`src/sv/assert_macros.svh`:
```
// Assertion macros for the RTL.
`ifndef ASSERT_MACROS_SVH
`define ASSERT_MACROS_SVH

`ifndef ASSERT_OFF
`define ASSERT_IMPLIES(label, clk, rst_n, ante, cons) \
	label: assert property (@(posedge clk) disable iff (!rst_n) (ante) |-> (cons)) \
		else $error("assertion failed");
`define ASSERT_NEXT(label, clk, rst_n, ante, cons) \
	label: assert property (@(posedge clk) disable iff (!rst_n) (ante) |=> (cons)) \
		else $error("assertion failed");
`else
`define ASSERT_IMPLIES(label, clk, rst_n, ante, cons)
`define ASSERT_NEXT(label, clk, rst_n, ante, cons)
`endif

`endif

```
`src/sv/psst_pkg.sv`:
```
`timescale 1ns / 1ps
`default_nettype none

package psst_pkg;

	localparam logic [7:0] CH_HASH   = 8'h23;
	localparam logic [7:0] CH_NL     = 8'h0A;
	localparam logic [7:0] CH_SQUOTE = 8'h27;
	localparam logic [7:0] CH_DQUOTE = 8'h22;
	localparam logic [7:0] CH_TAB    = 8'h09;
	localparam logic [7:0] CH_SPACE  = 8'h20;
	localparam logic [7:0] CH_BSLASH = 8'h5C;

	localparam logic [1:0] KIND_NONE   = 2'd0;
	localparam logic [1:0] KIND_SINGLE = 2'd1;
	localparam logic [1:0] KIND_DOUBLE = 2'd2;

	localparam logic [1:0] RUN_FULL   = 2'd3;
	localparam logic [1:0] BLANK_MAX  = 2'd3;
	localparam logic [1:0] BLANK_KEEP = 2'd2;

	// Result of the filter for the item held in the input register.
	typedef struct packed {
		logic       emit;
		logic [7:0] data;
		logic [7:0] last;
	} emit_t;

endpackage

`default_nettype wire

```
`src/sv/psst_filter.sv`:
```
`timescale 1ns / 1ps
`default_nettype none

module psst_filter (
	input  wire logic           clk,
	input  wire logic           arst_n,
	input  wire logic           step,
	input  wire logic [7:0]     char_s1,
	output psst_pkg::emit_t     res
);

	typedef struct packed {
		logic       in_comment;
		logic [1:0] dkind;
		logic       s_open;
		logic [1:0] s_run;
		logic       d_open;
		logic [1:0] d_run;
		logic       esc;
		logic       skip;
		logic [1:0] blank;
		logic [7:0] last;
		logic [7:0] prev;
	} st_t;

	typedef struct packed {
		logic       own_open;
		logic [1:0] own_run;
		logic       other_open;
		logic [1:0] dkind;
		logic       skip;
	} qs_t;

	st_t st_q;
	st_t nx;
	logic emit;
	qs_t qs;

	function automatic qs_t quote_seen(
		input logic       own_open,
		input logic [1:0] own_run,
		input logic       other_open,
		input logic       prev_match,
		input logic [1:0] kind,
		input logic [1:0] dk,
		input logic       esc,
		input logic       incom
	);
		qs_t r;
		r.own_open   = own_open;
		r.own_run    = own_run;
		r.other_open = other_open;
		r.dkind      = dk;
		r.skip       = 1'b0;
		if (dk != psst_pkg::KIND_NONE) begin
			if (own_run == psst_pkg::RUN_FULL)
				r.own_run = 2'd2;
			else if (prev_match)
				r.own_run = own_run - 2'd1;
			else
				r.own_run = psst_pkg::RUN_FULL;
			r.dkind = (r.own_run != 2'd0) ? kind : psst_pkg::KIND_NONE;
			if (r.dkind == psst_pkg::KIND_NONE)
				r.skip = 1'b1;
		end else begin
			if (own_run == 2'd0 && !(own_open || other_open))
				r.own_run = 2'd1;
			else if (prev_match)
				r.own_run = own_run + 2'd1;
			r.dkind = (r.own_run == psst_pkg::RUN_FULL) ? kind : psst_pkg::KIND_NONE;
			if (r.dkind != psst_pkg::KIND_NONE) begin
				r.own_open   = 1'b0;
				r.other_open = 1'b0;
				r.skip       = 1'b1;
			end else if (!other_open && !incom) begin
				if (own_open) begin
					if (!esc) begin
						r.own_open = 1'b0;
						r.skip     = 1'b1;
					end
				end else begin
					r.own_open = 1'b1;
				end
			end
		end
		return r;
	endfunction

	always_comb begin
		nx   = st_q;
		emit = 1'b0;
		qs   = '0;
		if (!st_q.in_comment && !(st_q.s_open || st_q.d_open || st_q.dkind != psst_pkg::KIND_NONE)
			&& !st_q.esc && char_s1 == psst_pkg::CH_HASH) begin
			nx.in_comment = 1'b1;
			nx.blank      = 2'd0;
			nx.prev       = char_s1;
		end else if (st_q.in_comment && char_s1 != psst_pkg::CH_NL) begin
			nx.prev = char_s1;
		end else begin
			case (char_s1)
				psst_pkg::CH_NL: begin
					if (st_q.last == psst_pkg::CH_NL)
						nx.skip = 1'b1;
					nx.in_comment = 1'b0;
					nx.blank      = 2'd0;
				end
				psst_pkg::CH_DQUOTE: begin
					if (st_q.dkind != psst_pkg::KIND_SINGLE) begin
						qs = quote_seen(st_q.d_open, st_q.d_run, st_q.s_open,
							st_q.prev == psst_pkg::CH_DQUOTE, psst_pkg::KIND_DOUBLE,
							st_q.dkind, st_q.esc, st_q.in_comment);
						nx.d_open = qs.own_open;
						nx.d_run  = qs.own_run;
						nx.s_open = qs.other_open;
						nx.dkind  = qs.dkind;
						nx.skip   = st_q.skip | qs.skip;
					end
					nx.blank = 2'd0;
				end
				psst_pkg::CH_SQUOTE: begin
					if (st_q.dkind != psst_pkg::KIND_DOUBLE) begin
						qs = quote_seen(st_q.s_open, st_q.s_run, st_q.d_open,
							st_q.prev == psst_pkg::CH_SQUOTE, psst_pkg::KIND_SINGLE,
							st_q.dkind, st_q.esc, st_q.in_comment);
						nx.s_open = qs.own_open;
						nx.s_run  = qs.own_run;
						nx.d_open = qs.other_open;
						nx.dkind  = qs.dkind;
						nx.skip   = st_q.skip | qs.skip;
					end
					nx.blank = 2'd0;
				end
				psst_pkg::CH_TAB, psst_pkg::CH_SPACE: begin
					if (st_q.last == psst_pkg::CH_NL)
						nx.skip = 1'b1;
					else if (st_q.blank < psst_pkg::BLANK_MAX)
						nx.blank = st_q.blank + 2'd1;
				end
				default: nx.blank = 2'd0;
			endcase

			// Pin or clear the run counters against the docstring state.
			if (nx.dkind == psst_pkg::KIND_SINGLE) begin
				if (nx.s_run < psst_pkg::RUN_FULL && char_s1 != psst_pkg::CH_SQUOTE)
					nx.s_run = psst_pkg::RUN_FULL;
				nx.d_run = 2'd0;
			end else if (nx.dkind == psst_pkg::KIND_DOUBLE) begin
				if (nx.d_run < psst_pkg::RUN_FULL && char_s1 != psst_pkg::CH_DQUOTE)
					nx.d_run = psst_pkg::RUN_FULL;
				nx.s_run = 2'd0;
			end else if (nx.dkind == psst_pkg::KIND_NONE) begin
				if (char_s1 != psst_pkg::CH_SQUOTE)
					nx.s_run = 2'd0;
				if (char_s1 != psst_pkg::CH_DQUOTE)
					nx.d_run = 2'd0;
			end

			if (nx.skip) begin
				nx.skip = 1'b0;
			end else if (!(nx.s_open || nx.d_open || nx.dkind != psst_pkg::KIND_NONE)
				&& nx.blank < psst_pkg::BLANK_KEEP) begin
				emit    = 1'b1;
				nx.last = char_s1;
			end

			nx.esc  = (char_s1 == psst_pkg::CH_BSLASH) ? ~st_q.esc : 1'b0;
			nx.prev = char_s1;
		end
	end

	always_ff @(posedge clk or negedge arst_n) begin
		if (!arst_n) begin
			st_q <= '{last: psst_pkg::CH_SPACE, default: '0};
		end else if (step) begin
			st_q <= nx;
		end
	end

	assign res.emit = emit;
	assign res.data = char_s1;
	assign res.last = st_q.last;

endmodule

`default_nettype wire

```
`src/sv/psst_out_reg.sv`:
```
`timescale 1ns / 1ps
`default_nettype none

module psst_out_reg (
	input  wire logic       clk,
	input  wire logic       arst_n,
	input  wire logic       load,
	input  wire logic [7:0] data,
	input  wire logic       ready,
	output logic            can_load,
	output logic            valid,
	output logic [7:0]      q
);

	logic       valid_q;
	logic [7:0] data_q;

	assign can_load = !valid_q || ready;

	always_ff @(posedge clk or negedge arst_n) begin
		if (!arst_n) begin
			valid_q <= 1'b0;
		end else if (can_load) begin
			valid_q <= load;
		end
	end

	always_ff @(posedge clk) begin
		if (load && can_load)
			data_q <= data;
	end

	assign valid = valid_q;
	assign q     = data_q;

endmodule

`default_nettype wire

```
`src/sv/python_comment_string_stripper_top.sv`:
```
//  channel   | payload        | handshake
//  ----------+----------------+------------------------------------
//  char_in   | char_in[7:0]   | char_in_valid / char_in_ready
//  char_out  | char_out[7:0]  | char_out_valid / char_out_ready
//
//  One item per cycle sustained unless char_out stalls; a kept byte passes from the
//  input register to the output register. The filter state is updated in one pass of
//  flag logic per item. Reset clears all flags, last emitted byte to space, previous
//  byte to zero. A stalled output holds its byte; an empty input register still takes
//  one more item, then char_in_ready drops until char_out_ready returns.
`timescale 1ns / 1ps
`default_nettype none

`include "assert_macros.svh"

module python_comment_string_stripper_top (
	input  wire logic       clk,
	input  wire logic       arst_n,
	input  wire logic       char_in_valid,
	output logic            char_in_ready,
	input  wire logic [7:0] char_in,
	output logic            char_out_valid,
	input  wire logic       char_out_ready,
	output logic [7:0]      char_out
);

	logic            valid_s1;
	logic [7:0]      char_s1;
	logic            can_load;
	logic            advance;
	psst_pkg::emit_t res;

	// The held item is processed in the cycle the output side can take its result.
	assign advance       = valid_s1 && can_load;
	assign char_in_ready = !valid_s1 || advance;

	always_ff @(posedge clk or negedge arst_n) begin
		if (!arst_n) begin
			valid_s1 <= 1'b0;
		end else if (char_in_ready) begin
			valid_s1 <= char_in_valid;
		end
	end

	always_ff @(posedge clk) begin
		if (char_in_valid && char_in_ready)
			char_s1 <= char_in;
	end

	psst_filter u_filter (
		.clk     (clk),
		.arst_n  (arst_n),
		.step    (advance),
		.char_s1 (char_s1),
		.res     (res)
	);

	psst_out_reg u_out (
		.clk      (clk),
		.arst_n   (arst_n),
		.load     (advance && res.emit),
		.data     (res.data),
		.ready    (char_out_ready),
		.can_load (can_load),
		.valid    (char_out_valid),
		.q        (char_out)
	);

	`ASSERT_NEXT(a_held_item_stays, clk, arst_n, valid_s1 && !advance, valid_s1 && $stable(char_s1))
	`ASSERT_NEXT(a_out_matches_last, clk, arst_n, advance && res.emit, char_out == res.last)
	`ASSERT_IMPLIES(a_out_from_step, clk, arst_n, $rose(char_out_valid), $past(advance && res.emit))
	`ASSERT_NEXT(a_no_emit_no_out, clk, arst_n, can_load && !(advance && res.emit), !char_out_valid)

endmodule

`default_nettype wire

```
`config.mk`:
```
export PLATFORM = sky130hd
export DESIGN_NAME = python_comment_string_stripper_top
export DESIGN_NICKNAME = d
export VERILOG_FILES = /design/src/sv/psst_pkg.sv /design/src/sv/psst_filter.sv /design/src/sv/psst_out_reg.sv /design/src/sv/python_comment_string_stripper_top.sv
export VERILOG_INCLUDE_DIRS = /design/src /design/src/sv
export SDC_FILE = /design/constraint.sdc
export NUM_CORES = 1
export LEC_CHECK = 0
export BUFFER_PORTS_ARGS = -buffer_cell sky130_fd_sc_hd__buf_4
export CAP_MARGIN = 10
export CELL_PAD_IN_SITES_DETAIL_PLACEMENT = 1
export CELL_PAD_IN_SITES_GLOBAL_PLACEMENT = 2
export CORE_MARGIN = 2
export CORE_UTILIZATION = 35
export DETAILED_ROUTE_END_ITERATION = 12
export PLACE_DENSITY = 0.73
export SYNTH_ARGS = -nofsm -noshare
export SYNTH_HDL_FRONTEND = slang
export SYNTH_SLANG_ARGS = --single-unit
export TNS_END_PERCENT = 100
```
`constraint.sdc`:
```
create_clock -name clk -period 10 [get_ports clk]
set_input_delay 0.5 -clock clk [delete_from_list [all_inputs] [get_ports clk]]
set_output_delay 0.5 -clock clk [all_outputs]
set_load 0.02 [all_outputs]
```
==> results.md, run 1 <==
* Area growth from synthesis to layout at 14.22%
* DP HPWL at about 4.2 mm
* Vias post-DR at approximately 1700
* Clock sink total at 46
* Synth warn at 0
* Overall routing resource usage at approximately 16%
* Worst path required time at 10.19 ns
* Die area at approximately 7300 sq um
* Vias in the first global route at about 1700
* H-tree lvl count at 2
* # IOs at 22
* Peak VDD IR at 67.67 uV
* Initial antenna violation count at 0
* Worst Path Max Fanout at 17
* Cts repair resizes at 0
* Net switching power at 0.1452 mW
* Post-route ant nets at 0
* Synth top area share at 31.35%
* Max-slew headroom at roughly a quarter
* Final slew viol count at 0
* Top post-synthesis cells by area: dfrtp_1, edfxtp_1, mux2_2
* Clock Power Share at 24.9%
* Post-synthesis cell type count at between 40 and 50
* CP endpoint kind: flip-flop
* Starting density of the core at 36.25%
* RSZ-0062 raised after global routing: false
* Synth Area per Inst at approximately 11 sq um
* Period Utilization, post-route at between 30% and 40%
* Sw Share at a little under a third
* CTS clk-pin slew, worst paths at 0.09 ns
* Hold_buf cts at 0
* Min-delay worst type: primary input to asynchronous set/reset pin
* Largest net degree at the start of global routing at 31
* Pwr/cell area at around 170 nW/um^2
* CTS root buf: clkbuf_8
* Flop pwr share at between 50 and 60%
* First-pass DRT Iterations at 4
* Fin nets at between 200 and 250
* Crit path launch type: flip-flop
* Leakage at 1.084 nW
* Top FF cell, synth: dfrtp_1
* Final core utilization at just over 40%
* Synth async-reset ratio at between 60% and 70%
* Register area share after synthesis at about 53%
* Remaining DRCs at 0
* CP Class: flip-flop to flip-flop
* Fmax at ~250 MHz
* Worst-Skew Late Latency at ~0.3 ns
* Status: finished clean
* Logic pwr share at between 20% and 30%
* Routability Congestion at 0.7800
* Slew @ Worst Pin at roughly 1.1 ns
* Initial DRC count at 48
* Fin. Hold Viols at 0
* Grt ovf at 0
* Post-CTS setup buffer count at 0
* Int Pwr at 0.3132 mW
* CTS tree: built
* Fin Setup TNS at 0 ns
* Clock tree buffer depth at 2
* Vias per cell at 5.453
* Register-to-Register Path Depth at 9
* Skew final at around 0.0044 ns
* Final setup fails at 0
* Die Wd at roughly 85 um
* Num rows at 29
* Layout cell share with drive strength beyond 1 at approximately a quarter
* Cells after synthesis at 206
* Number of flops mapped to enable cells by yosys at 16
* #FFs+latches synth at 46
* Count of input and output buffers at 21
* Clock period minus worst slack at 3.974 ns
* CTS Buf Count at 5
* WP data arrival at about 4.2 ns
* DRT Wirelength at ~5.4 mm
* Post-Syn Area at approximately 2300 sq um
* Core Footprint at 6386 sq um
* Max cap viols at 0
* Dominant cell type by area after synthesis: dfrtp_1
* Die Span Y at about 85 um
* Synth Net Count at roughly 220
* Number of diodes at 0
* First-pass GRT wire length at ~9.0 mm
* Routed length per instance at approximately 18 um
## flip-flops by register name, indices dropped and copies added, names as in the netlist
| register | cells |
|---|---|
| u_filter.res | 8 |
| u_filter.st_q | 20 |
| u_out.q | 8 |
| u_out.valid | 1 |
| char_s1 | 8 |
| valid_s1 | 1 |
## metrics by stage
stage / instance area (sq um) / power (mW) / std cells / hold slack (ns) / setup slack [ns]
after CTS: 2644 / 0.4636 / 309 / 0.1363 / 5.991
after global routing: 2644 / 0.4870 / 309 / 0.1465 / 5.749
after detailed placement: 2556 / 0.3503 / 301 / 0.4647 / 6.042
final: 2644 / 0.4584 / 309 / 0.1190 / 6.026
after floorplan: 2315 / 0.3159 / 206 / 0.2044 / 6.505
after global placement: 2556 / 0.3508 / 301 / 0.4619 / 6.166
## logic make-up (layout without fill, tap and decap cells)
logic type      count (synthesis)  after routing  share of synthesized area [%]
simple gates                   78             78                          20.22
compound gates                 48             48                          13.19
flops                          46             46                          53.24
mux                            17             17                          8.270
buf+inv                        11             37                          1.838
fa+ha+maj                       6              6                          3.243
## critical path, stage by stage (launching register included)
cell,delay [ns]
dfrtp_1,0.40
nor4_1,0.47
and2_1,0.26
ha_1,0.26
o311ai_0,0.14
a21oi_1,0.12
o31a_1,0.29
or4_1,0.55
nor4_4,0.95
mux2_2,0.42
## worst paths after layout
path / startpoint / slack (ns) / to
setup / recovery: u_filter.st_q[0] / 6.03 / u_filter.res[1]
hold / removal: arst_n / 0.12 / valid_s1
setup reg to reg: u_filter.st_q[0] / 6.03 / u_filter.res[1]
hold reg to reg: u_filter.st_q[3] / 0.51 / u_filter.st_q[3]
max in group asynchronous: arst_n / 9.54 / u_filter.res[5]
min in group clk: char_in[1] / 0.37 / char_s1[1]
## cell usage after synthesis (3+ instances only)
master,instances
dfrtp_1,29
a21oi_1,18
mux2_2,17
edfxtp_1,16
nand2_1,13
nor2_1,12
inv_1,8
o21ai_0,8
ha_1,6
nand3_1,6
and2_1,5
nor2b_1,5
nor3_1,5
nor4_1,5
nand2b_1,4
a21o_1,3
a22o_1,3
nand4_1,3
nor4bb_1,3
or3_1,3
## routing by layer
metal	GRT usage, %	part of all wire, %
met1	20.00	44
met2	27.84	51
met5	0	0
met4	3.896	1.0
met3	2.724	3.9
## area by class of cell
class,count,area [sq um]
Inverter,8,30.03
Timing Repair Buffer,21,157.7
Fill cell,704,3742
Clock inverter,3,18.77
Tap cell,77,96.34
Sequential cell,46,1232
Multi-Input combinational cell,149,1040
Clock buffer,5,68.82
## power groups by stage
stage | sequential, mW | combinational, mW | clock [mW]
6_report | 0.241 | 0.104 | 0.114
4_1_cts | 0.241 | 0.106 | 0.117
5_1_grt | 0.245 | 0.118 | 0.124
2_1_floorplan | 0.232 | 0.0836 | 0
3_5_place_dp | 0.245 | 0.106 | 0
3_3_place_gp | 0.246 | 0.105 | 0
## cell usage in the layout, fill, tap and decap left out, types with 2 or more instances in the layout
master | Yosys | routed
a21o_1 | 3 | 3
a21oi_1 | 18 | 18
a22o_1 | 3 | 3
and2_1 | 5 | 5
buf_4 | 0 | 21
clkbuf_8 | 0 | 5
clkinv_2 | 0 | 2
dfrtp_1 | 29 | 29
edfxtp_1 | 16 | 16
ha_1 | 6 | 6
inv_1 | 8 | 8
mux2_2 | 17 | 17
nand2_1 | 13 | 13
nand2b_1 | 4 | 4
nand3_1 | 6 | 6
nand3b_1 | 2 | 2
nand4_1 | 3 | 3
nor2_1 | 12 | 12
nor2b_1 | 5 | 5
nor3_1 | 5 | 5
nor4_1 | 5 | 5
nor4bb_1 | 3 | 3
o211ai_1 | 2 | 2
o21a_1 | 2 | 2
o21ai_0 | 8 | 8
o311ai_0 | 2 | 2
o31a_1 | 2 | 2
or3_1 | 3 | 3
or4_1 | 2 | 2
Note: power is estimated with default switching activity, not from simulation.
==> inputs of run 2 (changes only) <==
==> constraint.sdc (replaced) <==
create_clock -name clk -period 3.69 [get_ports clk]
set_input_delay 0.1845 -clock clk [delete_from_list [all_inputs] [get_ports clk]]
set_output_delay 0.1845 -clock clk [all_outputs]
set_load 0.02 [all_outputs]
==> run 2 against run 1 <==
  * First-iteration DRC count rose by 35%
  * Power rose to 2.8 times the previous value
  * Maximum frequency rose by 15%
  * Wire length rose by 0.28%
  * Clock-buffer cell count rose by 1
  * Sequential power rose to 2.6 times the previous value
  * Clock power rose to 2.7 times the previous value
  * Core utilization rose by 1.3 points
  * Highest routed layer unchanged
  * Register-to-register slack got worse by 5.8 ns
  * Clock skew rose by 0.0033 ns
  * Largest cell class unchanged
  * Critical path type unchanged
  * Sequential cell count did not move
  * Global-route usage rose by 0.64 points
==> results.md, run 2 (synthesized netlist as in run 1, its figures left out) <==
* Hold wc startpoint: char_in[0]
* CP Class: flip-flop to flip-flop
* Core Footprint at 6386 sq um
* Initial antenna violation count at 0
* Largest net degree at the start of global routing at 31
* Clock period minus worst slack at 3.444 ns
* Sequential cell area at around 1200 sq um
* CP max stage cell: or4_1
* DRT Wirelength at about 5.5 mm
* Vias in the first global route at approximately 1800
* CTS clk-pin slew, worst paths at about 0.090 ns
* Die Span Y at around 85 um
* Grt ovf at 0
* Clock sink total at 46
* Crit path launch type: flip-flop
* Max stage delay on crit path at between 0.5 and 0.6 ns
* DP Area at roughly 2600 sq um
* M2 GR Usage at between 20% and 30%
* Initial DRC count at 65
* Pre-CTS WS at between 0.15 and 0.2 ns
* Reg with most FFs: u_filter.st_q
* Area occupied by multi-input gates at roughly 1000 sq um
* Layout cell share with drive strength beyond 1 at between 20% and 30%
* CTS root buf: clkbuf_8
* Die Wd at ~85 um
* Post-route ant nets at 0
* Routed length per instance at about 17 um
* H-tree lvl count at 2
* DP HPWL at between 4 and 5 mm
* First-pass DRT Iterations at 4
* Cell Chain, Critical Path: nor4_2 > and2_1 > ha_1 > o311ai_0 > a21oi_1 > o31a_1 > or4_1 > nor4_4 > buf_4 > mux2_2
* Vias post-DR at 1719
* Commonest cells after routing, fill and taps aside: buf_4, dfrtp_1, a21oi_1
* Period Utilization, post-route at between 90% and 100%
* Fin nets at ~260
* Hold Path Depth at 1
* # IOs at 22
* Peak VDD IR at around 230 uV
* Status: finished clean
* Final setup fails at 0
* Post-CTS setup buffer count at 0
* CTS tree: built
* Hold EP: char_s1[0]
* Commonest non-fill, non-tap cell in the layout: buf_4
* Met3 Use GR at 2.918%
* Vias per cell at 5.389
* Max reg flops at 20
* Worst path required time at 3.87 ns
* Max cap viols at 0
* Critical R2R Launch: u_filter.st_q[0]
* Met1 GRT Util at 22.57%
* Skew final at 0.007687 ns
* Worst-Skew Late Latency at ~0.3 ns
* Clock tree buffer depth at 2
* Worst hold slack at between 0.05 and 0.06 ns
* Pwr/cell area at approximately 460 nW/um^2
* Fmax at 290.3 MHz
* Area growth from synthesis to layout at 17.73%
* R2r endpoint: u_filter.res[7]
* CP endpoint kind: flip-flop
* Starting density of the core at around 36%
* Num rows at 29
* Overall routing resource usage at 16.40%
* Fin area at about 2700 sq um
* First-pass GRT wire length at 9.204 mm
* Register-to-Register Path Depth at 10
* Count of input and output buffers at 21
* Final slew viol count at 0
* RSZ-0062 raised after global routing: false
* Fin. Hold Viols at 0
* Worst Path Max Fanout at 14
* # fillers at slightly above 700
* Min-delay worst type: primary input to flip-flop
* WP buf/inv at 1
* Routability Congestion at just over 0.8
* Leakage at 1.128 nW
* WP data arrival at 3.63 ns
* Number of diodes at 0
* Slew @ Worst Pin at between 0.5 and 0.6 ns
* CP delay by family, top: simple AND/OR/NAND/NOR gates
* Max-slew headroom at 60.47%
* R2r setup slk at around 0.25 ns
* Die area at between 7000 and 8000 sq um
* Grt peak-use layer: met2
* CTS Buf Count at 5
* Fin Setup TNS at 0 ns
* Remaining DRCs at 0
* Worst Setup Slack, final at 0.2458 ns
-- run 2: metrics by stage --
stage,std cells,power (mW),util (%)
6_report,319,1.264,42.67
5_1_grt,319,1.351,42.67
4_1_cts,319,1.281,42.57
3_5_place_dp,310,0.9700,41.09
3_3_place_gp,310,0.9677,41.09
2_1_floorplan,206,0.8561,-
-- run 2: final cells by class --
cell class,count,area share (%)
timing repair buffer,31,8.632
inverter,8,1.102
sequential,46,45.22
tap,77,3.535
multi-input combinational,149,38.38
clock buffer,6,2.663
clock inverter,2,0.4591
-- run 2: layer usage --
layer  part of all wire [%]  up-vias
met1                     49      846
met2                     48       22
li1                       -      842
met3                    2.3        9
met5                      0        -
met4                    1.3        0
-- run 2: worst max-delay path by stage --
stage                           from              end  slack, ns  cells after the start
floorplan           u_filter.st_q[0]  u_filter.res[0]       0.20                      9
global placement    u_filter.st_q[0]  u_filter.res[4]       0.24                     10
detailed placement  u_filter.st_q[0]  u_filter.res[0]       0.15                     10
CTS                 u_filter.st_q[0]  u_filter.res[7]       0.14                     10
global route        u_filter.st_q[0]  u_filter.res[0]       0.06                     10
finish              u_filter.st_q[0]  u_filter.res[7]       0.25                     10
-- run 2: worst register-to-register path: stages (launching register included) --
cell      delay [ns]
dfrtp_1         0.40
nor4_2          0.39
and2_1          0.26
ha_1            0.26
o311ai_0        0.15
a21oi_1         0.14
o31a_1          0.30
or4_1           0.55
nor4_4          0.27
buf_4           0.26
mux2_2          0.36
-- run 2: report_power, final --
part           switching, mW  internal [mW]
Sequential            0.0508          0.582
Combinational          0.179          0.146
Clock                  0.172          0.134
Total                  0.401          0.863
-- run 2: repair_timing --
| item | CTS | global route |
|---|---|---|
| hold buffers | 1 | 0 |
| endpoints found under the setup margin | 0 | 12 |
| hold endpoints to repair | 29 | 0 |
| resized for setup | 0 | 1 |
